**src/azg_pkg.sv**
```systemverilog
// ----------------------------------------------------------------------------
// azg_pkg: shared types and constants for the azimuthal gap block
// Store geometry, angle constants, controller command and status bundles.
// ----------------------------------------------------------------------------
package azg_pkg;

  // Store capacity and derived widths
  localparam int unsigned MaxAzimuths = 64;
  localparam int unsigned AddrW       = $clog2(MaxAzimuths);
  localparam int unsigned CountW      = $clog2(MaxAzimuths + 1);

  // Angles in hundredths of a degree
  localparam int unsigned AzW        = 16;
  localparam int unsigned GapW       = 17;
  localparam logic [AzW-1:0]  AzMax      = 16'd35999;
  localparam logic [GapW-1:0] FullCircle = 17'd36000;

  // Output field widths
  localparam int unsigned CountFieldW = 7;
  localparam int unsigned OutDataW    = 24;

  // Controller to datapath commands
  typedef struct packed {
    logic load_item;   // capture the accepted transaction
    logic set_drop;    // store full, mark the azimuth as dropped
    logic ins_start;   // insertion pointer starts at the fill count
    logic ins_read;    // read the entry below the insertion pointer
    logic ins_shift;   // move that entry up one place, pointer down
    logic ins_place;   // write the azimuth at the pointer, count up
    logic gap_init;    // clear the running maximum and the scan index
    logic gap_read;    // read the entry at the scan index
    logic gap_acc;     // fold the read entry into the running maximum
    logic wrap;        // fold in the wrap-around gap
    logic emit;        // load the result register, clear the set
  } azg_cmd_t;

  // Datapath to controller status
  typedef struct packed {
    logic present;     // captured item carries an azimuth
    logic last;        // captured item closes the set
    logic full;        // store holds MaxAzimuths entries
    logic pos_zero;    // insertion pointer at the bottom
    logic greater;     // read entry is above the new azimuth
    logic count_zero;  // store is empty
    logic idx_final;   // scan index is on the highest entry
    logic out_free;    // result register can take a new result
  } azg_sts_t;

  // Controller states, one-hot
  typedef enum logic [7:0] {
    StIdle    = 8'b0000_0001,
    StDecode  = 8'b0000_0010,
    StInsChk  = 8'b0000_0100,
    StInsCmp  = 8'b0000_1000,
    StGapInit = 8'b0001_0000,
    StGapRd   = 8'b0010_0000,
    StGapAcc  = 8'b0100_0000,
    StWrap    = 8'b1000_0000
  } azg_state_e;

endpackage

```
**src/azimuthal_gap.sv**
```systemverilog
// ----------------------------------------------------------------------------
// azimuthal_gap: largest azimuthal gap of a set of station azimuths
// Sorted-insertion store with a gap scan, controller plus datapath.
// ----------------------------------------------------------------------------
// Usage:
//   s_axis carries one station azimuth per transaction in hundredths of a
//   degree; tuser says whether the transaction carries an azimuth, tlast
//   closes the set. Azimuths above 35999 are saturated.
//   m_axis returns one transaction per closed set: the largest gap (with
//   the wrap-around gap), the number of stored azimuths and an overflow
//   flag for azimuths dropped once the 64-entry store is full.
// Insertion and scan:
//   An azimuth is inserted by moving each stored entry above it up one
//   place; the store's single write port and registered read make each
//   move a read step followed by a write step. Closing a set runs a scan
//   over the stored entries, one registered read and one compare per
//   entry, then folds in the wrap-around gap; an empty set skips the scan.
// Reset clears the fill count, the overflow flag and the output valid flag;
//   the store itself needs no clearing. A stalled receiver holds the result
//   in the output register; new azimuths are still taken until the next
//   result is ready, which then waits for the register to drain.
// ----------------------------------------------------------------------------
module azimuthal_gap (
  input  logic        clk_i,
  input  logic        rst_ni,
  input  logic        s_axis_tvalid,
  output logic        s_axis_tready,
  input  logic [15:0] s_axis_tdata,   // [15:0] azimuth
  input  logic        s_axis_tuser,   // [0] present
  input  logic        s_axis_tlast,
  output logic        m_axis_tvalid,
  input  logic        m_axis_tready,
  output logic [23:0] m_axis_tdata,   // [15:0] max_gap, [22:16] count, [23] zero
  output logic        m_axis_tuser    // [0] overflow
);

  azg_pkg::azg_cmd_t cmd;
  azg_pkg::azg_sts_t sts;
  logic [azg_pkg::AzW-1:0]         out_gap;
  logic [azg_pkg::CountFieldW-1:0] out_count;

  // Sequencer
  azg_ctrl u_ctrl (
    .clk_i      (clk_i),
    .rst_ni     (rst_ni),
    .in_valid_i (s_axis_tvalid),
    .in_ready_o (s_axis_tready),
    .sts_i      (sts),
    .cmd_o      (cmd)
  );

  // Store, scan and result register
  azg_dp u_dp (
    .clk_i          (clk_i),
    .rst_ni         (rst_ni),
    .az_i           (s_axis_tdata),
    .present_i      (s_axis_tuser),
    .last_i         (s_axis_tlast),
    .cmd_i          (cmd),
    .sts_o          (sts),
    .out_valid_o    (m_axis_tvalid),
    .out_ready_i    (m_axis_tready),
    .out_gap_o      (out_gap),
    .out_count_o    (out_count),
    .out_overflow_o (m_axis_tuser)
  );

  // Pack the result fields
  assign m_axis_tdata = {1'b0, out_count, out_gap};

endmodule

```
**src/azg_ctrl.sv**
```systemverilog
// ----------------------------------------------------------------------------
// azg_ctrl: sequencer for the azimuthal gap block
// Steps sorted insertion, the gap scan and the result hand-off.
// ----------------------------------------------------------------------------
module azg_ctrl (
  input  logic             clk_i,
  input  logic             rst_ni,
  input  logic             in_valid_i,
  output logic             in_ready_o,
  input  azg_pkg::azg_sts_t sts_i,
  output azg_pkg::azg_cmd_t cmd_o
);

  azg_pkg::azg_state_e state_q, state_d;
  logic                emit_wait_q, emit_wait_d;

  // Input is taken only between items
  assign in_ready_o = (state_q == azg_pkg::StIdle) && !emit_wait_q;

  // Next state and commands
  always_comb begin
    state_d     = state_q;
    emit_wait_d = emit_wait_q;
    cmd_o       = '0;
    if (emit_wait_q) begin
      // result ready, wait for room in the output register
      if (sts_i.out_free) begin
        cmd_o.emit  = 1'b1;
        emit_wait_d = 1'b0;
        state_d     = azg_pkg::StIdle;
      end
    end else begin
      unique case (state_q)
        azg_pkg::StIdle: begin
          if (in_valid_i) begin
            cmd_o.load_item = 1'b1;
            state_d         = azg_pkg::StDecode;
          end
        end
        azg_pkg::StDecode: begin
          priority if (sts_i.present && sts_i.full) begin
            cmd_o.set_drop = 1'b1;
            state_d = sts_i.last ? azg_pkg::StGapInit : azg_pkg::StIdle;
          end else if (sts_i.present) begin
            cmd_o.ins_start = 1'b1;
            state_d         = azg_pkg::StInsChk;
          end else if (sts_i.last) begin
            state_d = azg_pkg::StGapInit;
          end else begin
            state_d = azg_pkg::StIdle;
          end
        end
        azg_pkg::StInsChk: begin
          if (sts_i.pos_zero) begin
            cmd_o.ins_place = 1'b1;
            state_d = sts_i.last ? azg_pkg::StGapInit : azg_pkg::StIdle;
          end else begin
            cmd_o.ins_read = 1'b1;
            state_d        = azg_pkg::StInsCmp;
          end
        end
        azg_pkg::StInsCmp: begin
          if (sts_i.greater) begin
            cmd_o.ins_shift = 1'b1;
            state_d         = azg_pkg::StInsChk;
          end else begin
            cmd_o.ins_place = 1'b1;
            state_d = sts_i.last ? azg_pkg::StGapInit : azg_pkg::StIdle;
          end
        end
        azg_pkg::StGapInit: begin
          cmd_o.gap_init = 1'b1;
          if (sts_i.count_zero) begin
            emit_wait_d = 1'b1;
          end else begin
            state_d = azg_pkg::StGapRd;
          end
        end
        azg_pkg::StGapRd: begin
          cmd_o.gap_read = 1'b1;
          state_d        = azg_pkg::StGapAcc;
        end
        azg_pkg::StGapAcc: begin
          cmd_o.gap_acc = 1'b1;
          state_d = sts_i.idx_final ? azg_pkg::StWrap : azg_pkg::StGapRd;
        end
        azg_pkg::StWrap: begin
          cmd_o.wrap  = 1'b1;
          emit_wait_d = 1'b1;
        end
        default: begin
          state_d = azg_pkg::StIdle;
        end
      endcase
    end
  end

  // State registers
  always_ff @(posedge clk_i or negedge rst_ni) begin
    if (!rst_ni) begin
      state_q     <= azg_pkg::StIdle;
      emit_wait_q <= 1'b0;
    end else begin
      state_q     <= state_d;
      emit_wait_q <= emit_wait_d;
    end
  end

endmodule

```
**src/azg_dp.sv**
```systemverilog
// ----------------------------------------------------------------------------
// azg_dp: datapath of the azimuthal gap block
// Sorted azimuth store, insertion pointer, gap scan and result register.
// ----------------------------------------------------------------------------
module azg_dp (
  input  logic                              clk_i,
  input  logic                              rst_ni,
  input  logic [azg_pkg::AzW-1:0]           az_i,
  input  logic                              present_i,
  input  logic                              last_i,
  input  azg_pkg::azg_cmd_t                 cmd_i,
  output azg_pkg::azg_sts_t                 sts_o,
  output logic                              out_valid_o,
  input  logic                              out_ready_i,
  output logic [azg_pkg::AzW-1:0]           out_gap_o,
  output logic [azg_pkg::CountFieldW-1:0]   out_count_o,
  output logic                              out_overflow_o
);

  // Sorted store
  logic [azg_pkg::AzW-1:0]    mem_q [azg_pkg::MaxAzimuths];
  logic [azg_pkg::AzW-1:0]    rdata_q;
  logic [azg_pkg::AddrW-1:0]  rd_addr;
  logic                       wr_en;
  logic [azg_pkg::AddrW-1:0]  wr_addr;
  logic [azg_pkg::AzW-1:0]    wr_data;

  // Item and scan registers
  logic [azg_pkg::AzW-1:0]    az_q;
  logic                       present_q, last_q;
  logic [azg_pkg::CountW-1:0] count_q, pos_q, idx_q;
  logic                       drop_q;
  logic [azg_pkg::AzW-1:0]    first_q, prev_q;
  logic [azg_pkg::GapW-1:0]   best_q;
  logic [azg_pkg::GapW-1:0]   step_gap, wrap_gap;
  logic [azg_pkg::CountW-1:0] pos_dn, idx_up;

  // Result register
  logic                       out_valid_q;
  logic [azg_pkg::AzW-1:0]    out_gap_q;
  logic [azg_pkg::CountFieldW-1:0] out_count_q;
  logic                       out_overflow_q;

  assign pos_dn = pos_q - azg_pkg::CountW'(1);
  assign idx_up = idx_q + azg_pkg::CountW'(1);

  // Memory port selection
  assign rd_addr = cmd_i.ins_read ? pos_dn[azg_pkg::AddrW-1:0] : idx_q[azg_pkg::AddrW-1:0];
  assign wr_en   = cmd_i.ins_shift || cmd_i.ins_place;
  assign wr_addr = pos_q[azg_pkg::AddrW-1:0];
  assign wr_data = cmd_i.ins_shift ? rdata_q : az_q;

  // Store write and registered read
  always_ff @(posedge clk_i) begin
    if (wr_en) begin
      mem_q[wr_addr] <= wr_data;
    end
    if (cmd_i.ins_read || cmd_i.gap_read) begin
      rdata_q <= mem_q[rd_addr];
    end
  end

  // Neighbor gap and wrap-around gap
  assign step_gap = {1'b0, rdata_q} - {1'b0, prev_q};
  assign wrap_gap = azg_pkg::FullCircle - {1'b0, prev_q} + {1'b0, first_q};

  // Item capture, insertion pointer, gap scan (payload, no reset)
  always_ff @(posedge clk_i) begin
    if (cmd_i.load_item) begin
      az_q      <= (az_i > azg_pkg::AzMax) ? azg_pkg::AzMax : az_i;
      present_q <= present_i;
      last_q    <= last_i;
    end
    if (cmd_i.ins_start) begin
      pos_q <= count_q;
    end else if (cmd_i.ins_shift) begin
      pos_q <= pos_dn;
    end
    if (cmd_i.gap_init) begin
      idx_q  <= '0;
      best_q <= '0;
    end else if (cmd_i.gap_acc) begin
      idx_q  <= idx_up;
      prev_q <= rdata_q;
      if (idx_q == '0) begin
        first_q <= rdata_q;
      end else if (step_gap > best_q) begin
        best_q <= step_gap;
      end
    end else if (cmd_i.wrap) begin
      if (wrap_gap > best_q) begin
        best_q <= wrap_gap;
      end
    end
    if (cmd_i.emit) begin
      out_gap_q      <= best_q[azg_pkg::AzW-1:0];
      out_count_q    <= azg_pkg::CountFieldW'(count_q);
      out_overflow_q <= drop_q;
    end
  end

  // Set bookkeeping and output valid
  always_ff @(posedge clk_i or negedge rst_ni) begin
    if (!rst_ni) begin
      count_q     <= '0;
      drop_q      <= 1'b0;
      out_valid_q <= 1'b0;
    end else begin
      if (cmd_i.emit) begin
        count_q <= '0;
        drop_q  <= 1'b0;
      end else begin
        if (cmd_i.ins_place) begin
          count_q <= count_q + azg_pkg::CountW'(1);
        end
        if (cmd_i.set_drop) begin
          drop_q <= 1'b1;
        end
      end
      if (cmd_i.emit) begin
        out_valid_q <= 1'b1;
      end else if (out_ready_i) begin
        out_valid_q <= 1'b0;
      end
    end
  end

  // Status to the controller
  always_comb begin
    sts_o.present    = present_q;
    sts_o.last       = last_q;
    sts_o.full       = (count_q >= azg_pkg::CountW'(azg_pkg::MaxAzimuths));
    sts_o.pos_zero   = (pos_q == '0);
    sts_o.greater    = (rdata_q > az_q);
    sts_o.count_zero = (count_q == '0);
    sts_o.idx_final  = (idx_up == count_q);
    sts_o.out_free   = !out_valid_q || out_ready_i;
  end

  assign out_valid_o    = out_valid_q;
  assign out_gap_o      = out_gap_q;
  assign out_count_o    = out_count_q;
  assign out_overflow_o = out_overflow_q;

  // Fill count never passes the capacity
  a_count_bound: assert property (@(posedge clk_i) disable iff (!rst_ni)
    count_q <= azg_pkg::CountW'(azg_pkg::MaxAzimuths))
    else $error("fill count above capacity");

  // A placement grows the set by exactly one
  a_place_count: assert property (@(posedge clk_i) disable iff (!rst_ni)
    cmd_i.ins_place |=> count_q == $past(count_q) + azg_pkg::CountW'(1))
    else $error("placement did not advance the fill count");

  // A shift never happens at the bottom of the store
  a_shift_pos: assert property (@(posedge clk_i) disable iff (!rst_ni)
    cmd_i.ins_shift |-> pos_q != '0)
    else $error("shift with insertion pointer at zero");

  // An emitted result is presented and the set is cleared
  a_emit: assert property (@(posedge clk_i) disable iff (!rst_ni)
    cmd_i.emit |=> out_valid_q && count_q == '0 && !drop_q)
    else $error("result not presented or set not cleared");

  // Gaps stay within a full circle
  a_best_bound: assert property (@(posedge clk_i) disable iff (!rst_ni)
    cmd_i.emit |-> best_q <= azg_pkg::FullCircle)
    else $error("gap above full circle");

endmodule

```
**config.mk**
```make
export PLATFORM = sky130hd
export DESIGN_NAME = azimuthal_gap
export DESIGN_NICKNAME = d
export VERILOG_FILES = /design/src/azg_pkg.sv /design/src/azimuthal_gap.sv /design/src/azg_ctrl.sv /design/src/azg_dp.sv
export SDC_FILE = /design/constraint.sdc
export NUM_CORES = 2
export LEC_CHECK = 0
export BUFFER_PORTS_ARGS = -buffer_cell sky130_fd_sc_hd__buf_2
export CORE_MARGIN = 2
export CORE_UTILIZATION = 60
export CTS_CLUSTER_SIZE = 28
export DETAILED_ROUTE_END_ITERATION = 6
export PLACE_DENSITY = 0.76
export SKIP_CTS_REPAIR_TIMING = 1
export SLEW_MARGIN = 5
export SYNTH_ARGS = -nofsm -noshare
export SYNTH_HDL_FRONTEND = slang
export SYNTH_SLANG_ARGS = --single-unit
```
**constraint.sdc**
```tcl
create_clock -name clk_i -period 17.1 [get_ports clk_i]
set_input_delay 3.42 -clock clk_i [delete_from_list [all_inputs] [get_ports clk_i]]
set_output_delay 3.42 -clock clk_i [all_outputs]
set_load 0.03 [all_outputs]
```
-- Yosys cells after proc, flatten, opt, wreduce, memory -nomap -nowiden
Memory sizes are Yosys's and may differ from the RTL's. A register that Yosys moved wholly into a read port is not among the register bits.
Cells that the tools add are included.
- register bits after elaboration: 123
- RAM bits: 1024
- output and inout bits: 27
- logic and storage cells: 116
- memories: 1
- memory list (memory ; depth ; width ; read ports ; clocked after Yosys merged registers in ; write ports ; line ; source):
    u_dp.mem_q ; 64 ; 16 ; 1 ; 1 ; 1 ; azg_dp.sv:21 ; logic [azg_pkg::AzW-1:0] mem_q [azg_pkg::MaxAzimuths];
- $add $sub $neg: 6
- magnitude comparators: 5
- eq/ne operators: 15
- multiplexer cells: 52
- bitwise logic cells: 1
- reduce and logical (&&, ||, !) cells: 20
- operator list (cell ; number):
    two-way mux 17 bit ; 5
    one-hot mux 8 bit (8 select lines) ; 1
    two-way mux 8 bit ; 6
    > comparator 17 bit ; 2
    two-way mux 7 bit ; 4
    two-way mux 1 bit ; 26
    logical NOT 7 bit ; 3
    two-way mux 5 bit ; 4
    adder 17 x 16 -> 17 bit ; 1
    subtractor 16 x 16 -> 17 bit ; 1
    subtractor 16 x 16 -> 17 bit (first input constant) ; 1
    > comparator 16 bit ; 1
    > comparator 16 bit (second input constant) ; 1
    two-way mux 16 bit ; 1
    adder 7 x 1 -> 7 bit (second input constant) ; 2
    nonzero test 2 bit ; 6
    two-way mux 10 bit ; 1
    == test 8 x 1 -> 1 bit (second input constant) ; 1
    == test 8 x 2 -> 1 bit (second input constant) ; 1
    == test 8 x 3 -> 1 bit (second input constant) ; 1
    == test 8 x 4 -> 1 bit (second input constant) ; 1
    == test 8 x 5 -> 1 bit (second input constant) ; 1
    == test 8 x 6 -> 1 bit (second input constant) ; 1
    == test 8 x 7 -> 1 bit (second input constant) ; 1
    other kinds (17) ; 26

-- Longest topological paths before layout
- depth in word-level cells: 8
- depth in mapped cells: 24
- gate-level depth less buffers: 22

-- Modules after synthesis
A second synthesis with hierarchy kept.
- cell total of the unflattened synthesis: 2658
- area total of the unflattened synthesis: 48796.8 um2
- modules (own cells, without submodules) (module ; instances ; cells an instance ; area an instance (um2) ; seq. area each (um2)):
    azg_dp ; 1 ; 2569 ; 48041.1 ; 34368.0
    azg_ctrl ; 1 ; 87 ; 744.5 ; 226.5
    azimuthal_gap ; 1 ; 2 ; 11.3 ; 0.0

-- Worst setup path after synthesis
Ideal clock, no wire load.
- kind: register to output
- start point: register u_ctrl.state_q[4]
- end point: output port s_axis_tready
- data arrival time: 2.481 ns
- data required time: 13.680 ns
- slack: 11.199 ns
- stages on the path, launching flop included: 5
- buffers on the path: 1
- cell sequence: dfrtp_1 -> buf_6 -> or4_4 -> or3_1 -> nor4b_1
- word-level cells in the longest chain between the ends: 2
- ends and longest elaborated chain (item ; line ; source):
    start: declaration ; azg_ctrl.sv:14 ; azg_pkg::azg_state_e state_q, state_d;
    start signal: assignment ; azg_ctrl.sv:101 ; state_q <= azg_pkg::StIdle;
    start signal: assignment ; azg_ctrl.sv:104 ; state_q <= state_d;
    == test 8 x 1 -> 1 bit ; azg_ctrl.sv:18 ; assign in_ready_o = (state_q == azg_pkg::StIdle) && !emit_wait_q;
    logical AND 1 bit ; azg_ctrl.sv:18 ;
    end: declaration ; azimuthal_gap.sv:27 ; output logic s_axis_tready,
Every way passes these cells.

-- Worst setup path in the final report
- start point: register u_dp.pos_q[3] (netlist name)
- end point: register u_dp.rdata_q[8] (netlist name) (read register of u_dp.mem_q), data pin
- word-level cells in the longest chain between the ends: 5
- ends and longest elaborated chain (item ; line ; source):
    start: declaration ; azg_dp.sv:31 ; logic [azg_pkg::CountW-1:0] count_q, pos_q, idx_q;
    start signal: assignment ; azg_dp.sv:75 ; pos_q <= count_q;
    start signal: assignment ; azg_dp.sv:77 ; pos_q <= pos_dn;
    branches (longest 5 deep; another with subtractor 7 x 1 -> 7 bit) ; -- ;
    end: declaration ; azg_dp.sv:22 ; logic [azg_pkg::AzW-1:0] rdata_q;
Several ways; the timed one is not identified.
A chain may end at the register's enable or synchronous reset.

==> results_dict.tcl <==
set metrics [dict create \
    cts_sinks 1163 \
    ys_types 68 \
    tightest_slew_ns 1.41 \
    cts_root_buffer "clkbuf_16" \
    clk_path_buf_depth 3 \
    setup_viol 0 \
    dp_hpwl_um 79800 \
    seqPwrFrac 0.472 \
    cp_common_cell "buf_4" \
    htree_num_levels 3 \
    synthSimpleGateAreaFrac 0.134 \
    synthFlopType "edfxtp_1" \
    fmax_mhz 153 \
    r2r_end "u_dp.rdata_q[8]$_DFFE_PP_" \
    synth-xor-area-share 0.00831 \
    cp.required_ns 17.66 \
    drc 2 \
    drv_cap 0 \
    placed_area_sq_mm 0.0511 \
    track_usage 0.319 \
    leakagePower_nw 19.3 \
    drt-initial-drc-count 4989 \
    slew_violations 0 \
    crit_arrival_ns 7.08 \
    numCtsBuffers 114 \
    dr.pass1.iters 7 \
    cp-end-kind "flip-flop" \
    max_slew_margin 0.0518 \
    place_ws_ns 10.67 \
    r2r_setup_slack_ns 10.57 \
    worstHoldStart "u_dp.best_q[2]$_SDFFE_PP0P_" \
    synth_fp_nets 3946 \
    synth-seq-cells 1163 \
    hold_class "flip-flop to flip-flop" \
    worst_slack_ns 10.57 \
    hold-path-cell-count 0 \
    ys_async_sr_fraction 0.0155 \
    insertion_delay_ns 0.72 \
    start_util 0.605 \
    crit_path_start_kind "flip-flop" \
    fin_skew_ns 0.0364 \
    gp_congestion 0.929 \
    grt_pass1_vias 31500 \
    cp_slowest_cell "nor4_1" \
    drt_wl_total_um 136000 \
    wl_per_cell_um 27.3 \
    crit_type "flip-flop to flip-flop" \
    synth_area_per_cell_sq_um 13.0 \
    fillers 5583 \
    synth_fa_ha_area_frac 0.0268 \
    violations "DRC" \
    layout-drive-gt1-share 0.0974 \
    synth_warnings 0 \
    p_per_area_mw_per_mm2 132 \
    final_area_sq_mm 0.0547 \
    grt_antenna_before_repair 4 \
    status "finished, violations left" \
    ant_nets 0 \
    synthMuxAreaShare 0.0118 \
    critPathMaxStageDelay_ns 1.19 \
    vias 33400 \
    reg2reg_depth 11 \
    p_int_w 0.00507 \
    switching_share 0.297 \
    ios 49 \
    setup_tns_ns 0 \
    core-area_sq_mm 0.0820 \
    ys_seq_area_frac 0.698 \
    via_per_inst 6.69 \
    synth_cells 3819 \
    path_cells "or3_1, o41a_1, nand2_1, a21o_4, buf_4, buf_4, a211oi_1, a311oi_1, nor3_1, nor4_1, a22o_1" \
    cp_max_fo 79 \
    timing.rr.start "u_dp.pos_q[3]$_DFFE_PP_" \
    synth-compound-area-share 0.0943 \
    globalRouteOverflowTotal 0 \
    rsz0062_at_grt "no" \
    synth-edff-count 1121 \
    min_period_over_period 0.382 \
    p_clk_frac 0.341 \
    worstHoldEndpoint "u_dp.out_gap_o[2]$_DFFE_PP_" \
    fin_crit_ns 6.53 \
    syn_area_sq_mm 0.0496 \
    syn_to_final_growth_pct 10.4 \
    die_w_um 291 \
    die_h_um 291 \
    rows 105 \
    hold_violations 0 \
    synth_top_family_by_area "simple AND/OR/NAND/NOR gates" \
    vdd_drop_max_mv 0.0987 \
    comb_power_share 0.186 \
    cts_tree "built" \
    grt_start_max_net_pins 180 \
    holdWs_ns 0.434 \
    grt_pass1_wl_um 201000 \
    io_buffer_count 47 \
    p_switching_w 0.00214 \
    fin_nets 3954 \
    clkTransAtPathRegs_ns 0.06 \
    dieArea_sq_mm 0.0849 \
]
cells in the final DEF (no fill, tap or decap), types with 20 or more instances in the layout:
master     count
clkinv_1      26
and3_1       202
inv_1         88
dfxtp_1       24
mux2_2        22
xnor2_1       34
edfxtp_1    1121
a311oi_1     101
ha_1         103
a31oi_1       52
nor3_1        57
a21o_1        28
a21oi_1      131
clkinv_2      24
clkbuf_1      20
nand2_1      674
buf_2         47
a211oi_1     188
clkbuf_16    116
buf_4        102
nor4_1        35
o21ai_0       67
nor2_1       153
nand3_1      198
power by group through the flow:
stage	combinational [W]	sequential, W	clock, W
after global placement	0.00127	0.00346	0
after floorplan	0.000781	0.00346	0
after detailed placement	0.00130	0.00346	0
after global routing	0.00142	0.00341	0.00258
final	0.00134	0.00340	0.00246
after CTS	0.00131	0.00340	0.00247
worst max-delay path by stage:
stage / start / endpoint / slack [ns] / cells past startpoint
2_1_floorplan: u_ctrl.state_q[4]$_DFFE_PN0P_ / s_axis_tready / 11.20 / 4
3_3_place_gp: u_dp.pos_q[3]$_DFFE_PP_ / u_dp.rdata_q[15]$_DFFE_PP_ / 10.74 / 11
3_5_place_dp: u_dp.pos_q[3]$_DFFE_PP_ / u_dp.rdata_q[10]$_DFFE_PP_ / 10.67 / 11
4_1_cts: u_dp.pos_q[3]$_DFFE_PP_ / u_dp.rdata_q[10]$_DFFE_PP_ / 10.63 / 11
5_1_grt: u_dp.pos_q[3]$_DFFE_PP_ / u_dp.rdata_q[8]$_DFFE_PP_ / 10.44 / 11
6_report: u_dp.pos_q[3]$_DFFE_PP_ / u_dp.rdata_q[8]$_DFFE_PP_ / 10.57 / 11
cells in the mapped netlist (24+ instances only):
| library cell | instances | area [sq um] |
|---|---|---|
| a211oi_1 | 188 | 1410 |
| a21o_1 | 29 | 218 |
| a21oi_1 | 132 | 661 |
| a311oi_1 | 101 | 885 |
| a31oi_1 | 52 | 325 |
| and3_1 | 202 | 1260 |
| buf_1 | 47 | 176 |
| clkbuf_1 | 192 | 721 |
| dfxtp_1 | 24 | 480 |
| edfxtp_1 | 1121 | 33700 |
| ha_1 | 103 | 1290 |
| inv_1 | 88 | 330 |
| nand2_1 | 676 | 2540 |
| nand3_1 | 199 | 996 |
| nor2_1 | 161 | 604 |
| nor3_1 | 59 | 295 |
| nor4_1 | 39 | 244 |
| o21ai_0 | 68 | 340 |
| xnor2_1 | 34 | 298 |
cells by family after synthesis:
kind of cell | after synthesis
buf+inv | 347
other cells | 1
simple gates | 1437
fa+ha+maj | 105
compound gates | 671
flops | 1163
xor+xnor | 47
mux | 48
stage by stage:
stage                     power (W)  instances  utilization
final                       0.00721       4993        0.668
after global routing        0.00741       4992        0.668
after CTS                   0.00719       4992        0.668
after detailed placement    0.00476       4781        0.623
after global placement      0.00473       4781        0.623
after floorplan             0.00424       3819            -
critical path: cells and delay by family, from the launching register on:
kind	cells	cell delay [ns]
compound gates	5	1.81
flops	1	0.53
buf+inv	2	1.55
simple gates	4	2.35
registers in the layout, summed over array words and instances, names as in the netlist, 8 cells and up:
signal	count
u_dp.out_gap_o	16
u_dp.mem_q	1024
u_dp.rdata_q	16
u_dp.az_q	16
u_dp.best_q	17
u_dp.prev_q	16
u_ctrl.state_q	8
u_dp.first_q	16
final cells by class:
type	count	area [sq um]	area share
diodes	1	2.50	0.0000457
clock buffers	138	3010	0.0549
clock inverters	73	642	0.0117
inverters	88	330	0.00604
multi-input cells	2309	13800	0.252
flip-flops and latches	1163	34600	0.632
well taps	1070	1340	0.0245
repair buffers	151	1040	0.0190
routing by layer:
metal	wire, um	track usage	up-vias
met1	50300	0.434	16300
li1	-	-	14400
met4	7450	0.159	2
met3	17200	0.0825	347
met5	11	0	-
met2	61400	0.482	2308
Note: power is estimated with default switching activity, not from simulation.
